`src/hdl/assert_macros.svh`:
```
// Assertion macros for the RTL files.
`ifndef ASSERT_MACROS_SVH
`define ASSERT_MACROS_SVH

// The property must hold at every clock edge outside reset.
`define RTNC_ASSERT(lbl, prop, msg) \
  lbl: assert property (@(posedge clk) disable iff (!rst_n) prop) else $error(msg);

// The condition must never be seen outside reset.
`define RTNC_NEVER(lbl, cond, msg) \
  lbl: assert property (@(posedge clk) disable iff (!rst_n) !(cond)) else $error(msg);

`endif

```
`src/hdl/rtnc_pkg.sv`:
```
package rtnc_pkg;

  localparam int KW = 12;
  localparam int LW = 10;

  typedef logic signed [KW-1:0] pos_t;
  typedef logic [LW-1:0]        len_t;
  typedef logic signed [7:0]    plen_t;

  typedef enum logic [2:0] {
    S_IDLE,
    S_RD_I,
    S_LD_I,
    S_PROBE,
    S_EVAL,
    S_DONE
  } state_t;

  typedef enum logic [2:0] {
    PH_DP,
    PH_DM,
    PH_GROW,
    PH_SRCH,
    PH_DNODE,
    PH_SPLIT
  } phase_t;

  function automatic logic [5:0] clz32(input logic [31:0] v);
    logic [5:0] n;
    n = 6'd32;
    for (int b = 0; b < 32; b++) begin
      if (v[b]) begin
        n = 6'(31 - b);
      end
    end
    return n;
  endfunction

endpackage

```
`src/hdl/rtnc_prefix.sv`:
```
module rtnc_prefix
  import rtnc_pkg::*;
(
  input  logic [31:0] code_i,
  input  logic [31:0] code_k,
  input  logic [8:0]  idx_i,
  input  logic [8:0]  idx_k,
  input  logic        oor,
  output plen_t       plen
);

  logic       eq;
  logic [6:0] len;

  assign eq = (code_i == code_k);

  always_comb begin
    if (eq) begin
      len = 7'd32 + 7'(clz32({23'b0, idx_i ^ idx_k}));
    end else begin
      len = 7'(clz32(code_i ^ code_k));
    end
    if (oor) begin
      plen = -8'sd1;
    end else begin
      plen = signed'({1'b0, len});
    end
  end

endmodule

```
`config.mk`:
```
export PLATFORM = sky130hd
export DESIGN_NAME = rtnc_prefix
export DESIGN_NICKNAME = d
export VERILOG_FILES = /design/src/hdl/assert_macros.svh /design/src/hdl/rtnc_pkg.sv /design/src/hdl/rtnc_prefix.sv
export SDC_FILE = /design/constraint.sdc
export NUM_CORES = 1
export LEC_CHECK = 0
export BUFFER_PORTS_ARGS = -buffer_cell sky130_fd_sc_hd__buf_4
export CAP_MARGIN = 20
export CORE_MARGIN = 10
export CORE_UTILIZATION = 39
export DETAILED_ROUTE_END_ITERATION = 10
export PLACE_DENSITY = 0.91
export RECOVER_POWER = 100
export SYNTH_ARGS = -nofsm -noshare
export SYNTH_HDL_FRONTEND = slang
export SYNTH_SLANG_ARGS = --single-unit
```
`constraint.sdc`:
```
create_clock -name vclk -period 1.91
set_input_delay 0.2865 -clock vclk [all_inputs]
set_output_delay 0.2865 -clock vclk [all_outputs]
set_load 0.05 [all_outputs]
```
==> results of run 1 <==
==> stage by stage <==
stage / hold WS, ps / area, um2 / TNS (ps) / worst slack [ps] / utilization (%)
4_1_cts: 883.1 / 2422 / -199.2 / -82.14 / 96.03
3_5_place_dp: 883.1 / 2048 / -1070 / -245.5 / 81.20
3_3_place_gp: 885.3 / 2048 / -702.5 / -178.4 / 81.20
2_1_floorplan: 740.1 / 1057 / -343.5 / -102.8 / -
==> cells by family after synthesis <==
| kind of cell | after synthesis | share of synthesized area (%) |
|---|---|---|
| buffers and inverters | 2 | 1.082 |
| and+or+nand+nor | 44 | 29.69 |
| AOI/OAI and AO/OA | 35 | 25.24 |
| xor gates and xnor gates | 48 | 43.99 |
==> repair_timing <==
action                     in CTS
gates resized for setup        48
setup endpoints to repair       7
cloned                          0
buffers inserted                4
hold endpoints to repair        0
pin swaps                      17
==> flow_results.org, run 1 <==
** Outcome
- Result of the run :: stopped before the end
- Last step reached :: 5_1_grt
- The first error in the log reads "[ERROR DPL-0038] Utilization greater than 100%, impossible to legalize".

** Placement
- Buffers on Ports :: 91
- DP Cell Count :: 286
- Detailed placement ended at an HPWL of 3832 um.
- Routability cong. :: 0.7962

** Logic synthesis
- Post-Synthesis Cells :: 129
- Summing the sequential cell areas from Yosys gives 0% of the chip area.
- Dominant cell type by area after synthesis :: sky130_fd_sc_hd__xnor2_1
- Top cell type's share of synthesized area :: 20.19%
- Post-synthesis net count :: 212
- The netlist uses 42 different library cells.
- Synthesized area per cell :: 8.070 um2
- Synth area leaders :: sky130_fd_sc_hd__xnor2_1, sky130_fd_sc_hd__xor2_1, sky130_fd_sc_hd__xnor2_2, sky130_fd_sc_hd__nand4_1, sky130_fd_sc_hd__o211ai_1
- Among all cell types in the netlist, the one instantiated most often is sky130_fd_sc_hd__xnor2_1.
- By count the netlist is led by sky130_fd_sc_hd__xnor2_1, sky130_fd_sc_hd__xor2_1, sky130_fd_sc_hd__nand2_1.
- After synthesis the cells add up to 1041 um2.
- Yosys Warn Count :: 0

** Global routing
- Maximum number of pins on one net before global-route repair :: 6

** STA
- When the last timing repair stopped, the worst path ended at plen[2].
- After the last repair the worst path ends at a top-level output.

** Clock tree
- CTS hold repair buffers :: 0

** Floorplanning
- Overall die width :: 71.67 um
- Die H :: 71.67 um
- Initial cell density of the core :: 41.27%
- Site Rows :: 18
- Pin placement for this block handled 91 I/O pins.
==> inputs of run 2 (changes only) <==
- CORE_UTILIZATION: 39 -> 24
- PLACE_DENSITY: 0.91 -> unset
- PLACE_DENSITY_LB_ADDON: unset -> 0.15
==> flow_results.org, run 2 <==
** Outcome
- Result of the run :: finished, violations left
- The final reports fail on setup timing.

** Layout
- Share of cells above drive strength 1 :: 69.81%
- From synthesis to final layout, the design area changed by 158.4%.
- After routing the design area is 2690 um2.
- Area of all sequential standard cells :: 0 um2
- Cells fill 65.83% of the core in the end.
- The number of antenna diodes in the final layout is 0.
- Leaving out fill and tap cells, the most frequent cells in the layout are sky130_fd_sc_hd__buf_4, sky130_fd_sc_hd__buf_6, sky130_fd_sc_hd__xor2_1.
- Number of sequential cells :: 0
- Clock buffers in the final layout number 0.
- Nets :: 350
- Fill cell count :: 338
- Area of the multi-input gates :: 1475 um2
- Most frequent standard cell in the layout excluding fill and tap cells :: sky130_fd_sc_hd__buf_4

** Placement
- Buffers on Ports :: 91 (unchanged)
- The half-perimeter wire length after placement came to 3931 um (+2.6%).
- The weighted congestion at the end of routability-driven global placement was 0.7745 (-2.7%).
- The placed cell area came to 2081 um2 (+1.6%).

** Hold path
- Hold path startpoint :: oor
- Path type of the worst min-delay path :: in -> out
- Counting instances, the worst hold path has a depth of 3.
- The path with the worst hold slack has its endpoint at plen[4].

** STA
- Adding up every negative setup slack in the final design gives -125.2 ps.
- Setup repair after global routing missed its margin :: yes
- Static timing analysis puts the maximum clock frequency at 0.5081 GHz.
- Worst relative slew slack :: 60.20%
- Pin slew with the least headroom to its limit :: 599.5 ps
- Of the available clock period, the critical path in the final layout requires 103.1%.
- Setup violation total in the final timing report :: 3
- Count of final hold-check violations :: 0
- Crit path setup slack, layout :: -58.26 ps
- Time the final worst path needs with I/O delays and setup :: 1968 ps
- Hold_ws :: 948.8 ps
- The number of pins exceeding their max-slew limit in the final report was 0.

** Logic synthesis
- The average cell area after synthesis was 8.070 um2 (unchanged).
- Most common cell in the synthesized netlist :: sky130_fd_sc_hd__xnor2_1
- Main combinational cell family by area after synthesis :: XOR/XNOR gates
- Post-Synthesis Cells :: 129 (unchanged)
- Mux cell area share after synthesis :: 0% (unchanged)
- The post-synthesis compound-gate area fraction came to 25.24% (unchanged).
- Leading post-synthesis cells by instance count :: sky130_fd_sc_hd__xnor2_1, sky130_fd_sc_hd__xor2_1, sky130_fd_sc_hd__nand2_1
- Number of library cell types mapped by synthesis :: 42 (unchanged)
- Synth area leaders :: sky130_fd_sc_hd__xnor2_1, sky130_fd_sc_hd__xor2_1, sky130_fd_sc_hd__xnor2_2, sky130_fd_sc_hd__nand4_1, sky130_fd_sc_hd__o211ai_1
- Adder-cell area share of the yosys netlist :: 0% (unchanged)
- The net count of the mapped netlist came to 212 (unchanged).
- Dominant cell type by area after synthesis :: sky130_fd_sc_hd__xnor2_1
- The synthesized-area fraction occupied by and/or/nand/nor cells came to 29.69% (unchanged).
- The Yosys warning count was 0 (unchanged).
- The synthesized cell area is 1041 um2 (unchanged).
- The sequential fraction of the synthesis area was 0% (unchanged).
- Post-synthesis share of cell area spent on xor and xnor gates :: 43.99% (unchanged)
- Top cell type's share of synthesized area :: 20.19% (unchanged)

** Job
- The tool flagged a number of max-cap violations equal to 0.

** Setup path
- Worst Path Required :: 1620 ps
- Crit path capture type :: primary output
- Peak fanout along the critical path :: 2
- The worst setup path is launched from an input port.
- The setup path with the least slack is of type in -> out.
- Data on the critical path arrives at its endpoint at 1680 ps.

** Floorplanning
- Site Rows :: 23 (+5)
- Floorplan Core Area :: 4086 um2
- Overall die width :: 85.86 um (+20%)
- Die H :: 85.86 um (+20%)
- The top-level port count was 91 (unchanged).
- Area of the die :: 7372 um2
- Initial cell density of the core :: 25.47% (-16 points)

** Global routing
- The number of global-route vias before repair came to 1652.
- Overflow left after global routing :: 0
- Maximum number of pins on one net before global-route repair :: 6
- The first global-routing pass estimated 7514 um of wire.
- Antenna violations before repair :: 0
- GRT Util Overall :: 11.82%

** Drt
- For this run, the detailed router's first-pass iteration total came to 4.
- After the first detailed-routing iteration, the DRC count stood at 58.
- Final wirelength :: 4736 um
- In this run the remaining antenna-violating nets after routing total 0.
- Dividing the detail-routed via count by the number of cells gives 4.743.
- Vias post-DR :: 1494
- Wire length per cell :: 15.03 um
- Remaining design rule violation count :: 0

** Power and ir drop
- Summed over all cells, the static leakage comes to 1.172 nW.
- IR analysis of the VDD net gives a maximum drop of 133.0 uV.
- Power per standard cell area :: 278.1 nW/um2
- After layout, the design draws a total of 0.0007480 W.

** Clock tree
- CTS hold repair buffers :: 0 (unchanged)
## run 2: cell counts after synthesis
Identical to the previous run, type by type.
## run 2: cell families after synthesis
family / Yosys count
AO/OA/AOI/OAI: 35
AND/OR/NAND/NOR: 44
buffers and inverters: 2
XOR/XNOR: 48
## run 2: cell type report
cell class         instances  area share (%)
inverters                  1          0.1395
well taps                 50           2.326
multi-input cells        127           54.84
repair buffers           137           42.70
## run 2: how the worst max path moves through the flow
stage                    start  endpoint  slack (ps)  cells after the start
global placement     code_k[9]   plen[0]        -240                      7
global route         code_k[9]   plen[1]        -130                      7
finish               code_k[4]   plen[0]         -60                      7
detailed placement   code_k[9]   plen[0]        -270                      7
floorplan           code_k[11]   plen[0]        -100                      5
CTS                  code_i[2]   plen[1]         -40                      7
## run 2: power by group
group | leakage (nW) | internal [W] | switching (W)
combinational | 1.17 | 0.000429 | 0.000319
clock | 0 | 0 | 0
sequential | 0 | 0 | 0
## run 2: per-stage QoR
stage	setup WS (ps)	std cells
finish	-58.26	315
global route	-134.2	315
CTS	-41.78	313
detailed placement	-268.3	307
global placement	-237.9	307
floorplan	-102.8	129
## run 2: worst max-delay path, cell delays in order
cell                        delay, ps
sky130_fd_sc_hd__buf_6            110
sky130_fd_sc_hd__xor2_1           170
sky130_fd_sc_hd__o21ai_0          260
sky130_fd_sc_hd__o2111ai_2        180
sky130_fd_sc_hd__a2111oi_4        350
sky130_fd_sc_hd__o221ai_2         140
sky130_fd_sc_hd__buf_6            170
## run 2: what timing repair did
item	4_1_cts	5_1_grt
resized for setup	64	19
setup buffers	6	2
pin swaps	36	15
gates cloned	0	0
endpoints found under the setup margin	7	7
## run 2: per-layer routing
layer | vias to the layer above | GRT usage (%) | wire length, um
li1 | 757 | - | -
met1 | 686 | 12.44 | 1699
met2 | 51 | 23.53 | 2705
met3 | 0 | 3.122 | 331
met4 | 0 | 0.4491 | 0
met5 | - | 0 | 0
(Power assumes the default switching activity.)
==> inputs of run 3 (changes only) <==
- GPL_TIMING_DRIVEN: unset -> 0
- SLEW_MARGIN: unset -> 20
==> flow_results.org, run 3 (synthesis results as in run 2) <==
** Outcome
- Result of the run :: finished, violations left
- The checks that failed: setup timing.

** Power and ir drop
- The power dissipated by switching net loads came to 0.0003059 W (-4.1%).
- Internal power :: 0.0003729 W (-13%)
- Power per standard cell area :: 273.2 nW/um2 (-1.8%)
- Combinational share of power :: 100.0% (about the same)
- Max IR drop VDD :: 109.0 uV (-18%)
- The switching share of power came to 45.07% (+2.4 points).
- The part of the total power dissipated in the clock network is 0% (unchanged).
- Reported leakage power :: 1.063 nW (-9.3%)
- The part of the power in registers came to 0% (unchanged).

** Layout
- Area growth from synthesis to layout :: 138.7%
- Leaving out fill and tap cells, the most frequent cell in the layout is sky130_fd_sc_hd__buf_4.
- Number of sequential cells :: 0 (unchanged)
- In the layout the commonest cells are sky130_fd_sc_hd__buf_4, sky130_fd_sc_hd__buf_6, sky130_fd_sc_hd__xor2_1, sky130_fd_sc_hd__xnor2_4, sky130_fd_sc_hd__xnor2_2.
- The share of layout cells above drive strength 1 was 67.08% (-2.7 points).
- Nets :: 325 (-7.1%)
- Number of clock buffer instances in the layout :: 0 (unchanged)
- The utilization of the core after routing was 60.81% (-5.0 points).
- The storage element area is 0 um2 (unchanged).
- The filler cell count was 360 (+6.5%).
- Number of diodes :: 0 (unchanged)
- The post-route cell area was 2485 um2 (-7.6%).

** Setup path
- Worst Path Required :: 1620 ps (about the same)
- The cell that appears most often on the critical path is sky130_fd_sc_hd__o211ai_1.
- Crit Path Class :: in -> out
- The highest fanout seen on the critical path was 4 (+2).
- Traced cell by cell, the critical path runs through buf_8, xor2_4, nor4_4, and4bb_4, o211ai_1, o211ai_1, buf_4.
- Critical path launch point type :: input port
- STA classifies the critical path endpoint as a primary output.
- Worst endpoint data arrival time :: 1680 ps (about the same)
- Largest stage delay, worst path :: 330 ps (-20 ps)
- For this design, the slowest cell found on the critical path is sky130_fd_sc_hd__nor4_4.

** Drt
- The final routed wirelength across all metal layers is 4505 um (-4.9%).
- The via count came to 1411 (-5.6%).
- The total iterations of the first detailed-routing run was 4 (unchanged).
- The number of nets with antenna violations after routing came to 0 (unchanged).
- The count of routing violations after the opening detailed-route iteration is 63 (+8.6%).
- The per-cell via count in the routed design is 4.866 (+2.6%).
- Remaining design rule violation count :: 0 (unchanged)
- Wire length per cell :: 15.53 um (+3.3%)

** STA
- Crit path setup slack, layout :: -56.19 ps (+2.065 ps)
- The achievable clock frequency is 0.5086 GHz (+0.10%).
- Fraction of the cycle the final worst path needs :: 102.9% (-0.11 points)
- The clock period minus final worst setup slack came to 1966 ps (-2.065 ps).
- The transition time at the pin with the least slew margin was 602.9 ps (+3.379 ps).
- Final-layout setup total negative slack :: -144.6 ps (-19.39 ps)
- Worst relative slew slack :: 59.98% (-0.22 points)
- Setup repair after global routing missed its margin :: yes
- The number of pins exceeding their max-slew limit in the final report is 0 (unchanged).
- The total of endpoints with negative setup slack in the final report came to 5 (+2).
- Count of final hold-check violations :: 0 (unchanged)

** Hold path
- Hold path startpoint :: oor
- Worst hold path cell count :: 3 (unchanged)
- End of the worst hold path :: plen[4]
- The worst hold path belongs to the class in -> out.

** Global routing
- GRT Util Overall :: 11.57% (-0.24 points)
- Overflow left after global routing :: 0 (unchanged)
- The number of antenna violations at the first check in global routing came to 0 (unchanged).
- Global-route wire length before repair :: 7417 um (-1.3%)
- The number of global-route vias before repair came to 1597 (-3.3%).
- Maximum number of pins on one net before global-route repair :: 6 (unchanged)

** Floorplanning
- Die H :: 85.86 um (unchanged)
- The die width came to 85.86 um (unchanged).
- Site Rows :: 23 (unchanged)
- The effective utilization at floorplan is 25.47% (unchanged).
- The top-level port count came to 91 (unchanged).
- The core box area is 4086 um2 (unchanged).
- Area of the die :: 7372 um2 (unchanged)

** Placement
- The weighted congestion at the end of routability-driven global placement is 0.7640 (-1.4%).
- The number of port buffers was 91 (unchanged).
- Detailed placement HPWL :: 3688 um (-6.2%)
- Post-place instance area :: 1803 um2 (-13%)

** Job
- Reported max-cap violation count :: 0 (unchanged)
[run 3: cell types whose count changed in the layout (fill, tap and decap cells not counted), sizes merged]
cell,before,now
buf,136,111
[run 3: how the worst max path moves through the flow]
stage / startpoint / end
3_3_place_gp: code_k[11] / plen[2]
2_1_floorplan: code_k[11] / plen[0]
4_1_cts: code_i[17] / plen[1]
6_report: code_k[17] / plen[1]
5_1_grt: code_k[17] / plen[1]
3_5_place_dp: code_k[11] / plen[2]
[run 3: per-layer routing]
layer	up-vias	track usage (%)	part of all wire, %
met5	-	0	0
met2	63	23.12	56
met4	0	0.7485	0.62
met3	2	2.838	7.7
met1	644	12.13	36
li1	702	-	-
[run 3: per-stage QoR]
step	setup slack, ps	std cells	hold WS (ps)	power, W
2_1_floorplan	-102.8	129	740.1	0.0002642
3_3_place_gp	-286.9	270	981.1	0.0004767
3_5_place_dp	-282.8	270	978.7	0.0004788
4_1_cts	-45.62	287	966.1	0.0006527
5_1_grt	-164.5	290	973.3	0.0007288
6_report	-56.19	290	961.3	0.0006788
[run 3: timing repair]
item / CTS / global route
buffers inserted: 17 / 3
pin swaps: 37 / 8
gates resized for setup: 63 / 15
endpoints found under the setup margin: 7 / 7
hold buffers: 0 / 0
cloned: 0 / 0
[run 3: power by group through the flow]
| stage | clock (W) | sequential, W | combinational (W) |
|---|---|---|---|
| after floorplan | 0 | 0 | 0.000264 |
| after global placement | 0 | 0 | 0.000477 |
| after detailed placement | 0 | 0 | 0.000479 |
| after CTS | 0 | 0 | 0.000653 |
| after global routing | 0 | 0 | 0.000729 |
| final | 0 | 0 | 0.000679 |
[run 3: layout make-up]
type | instances | area (um2) | area share, %
Inverter | 1 | 3.754 | 0.1511
Buffer | 1 | 7.507 | 0.3021
Tap cell | 50 | 62.56 | 2.518
Timing Repair Buffer | 111 | 923.4 | 37.16
Multi-Input combinational cell | 127 | 1488 | 59.87
[run 3: critical path: cells and delay by family]
| kind | cells | cell delay [ps] |
|---|---|---|
| AOI/OAI and AO/OA | 2 | 220 |
| xor gates and xnor gates | 1 | 190 |
| buffers and inverters | 2 | 330 |
| and+or+nand+nor | 2 | 660 |
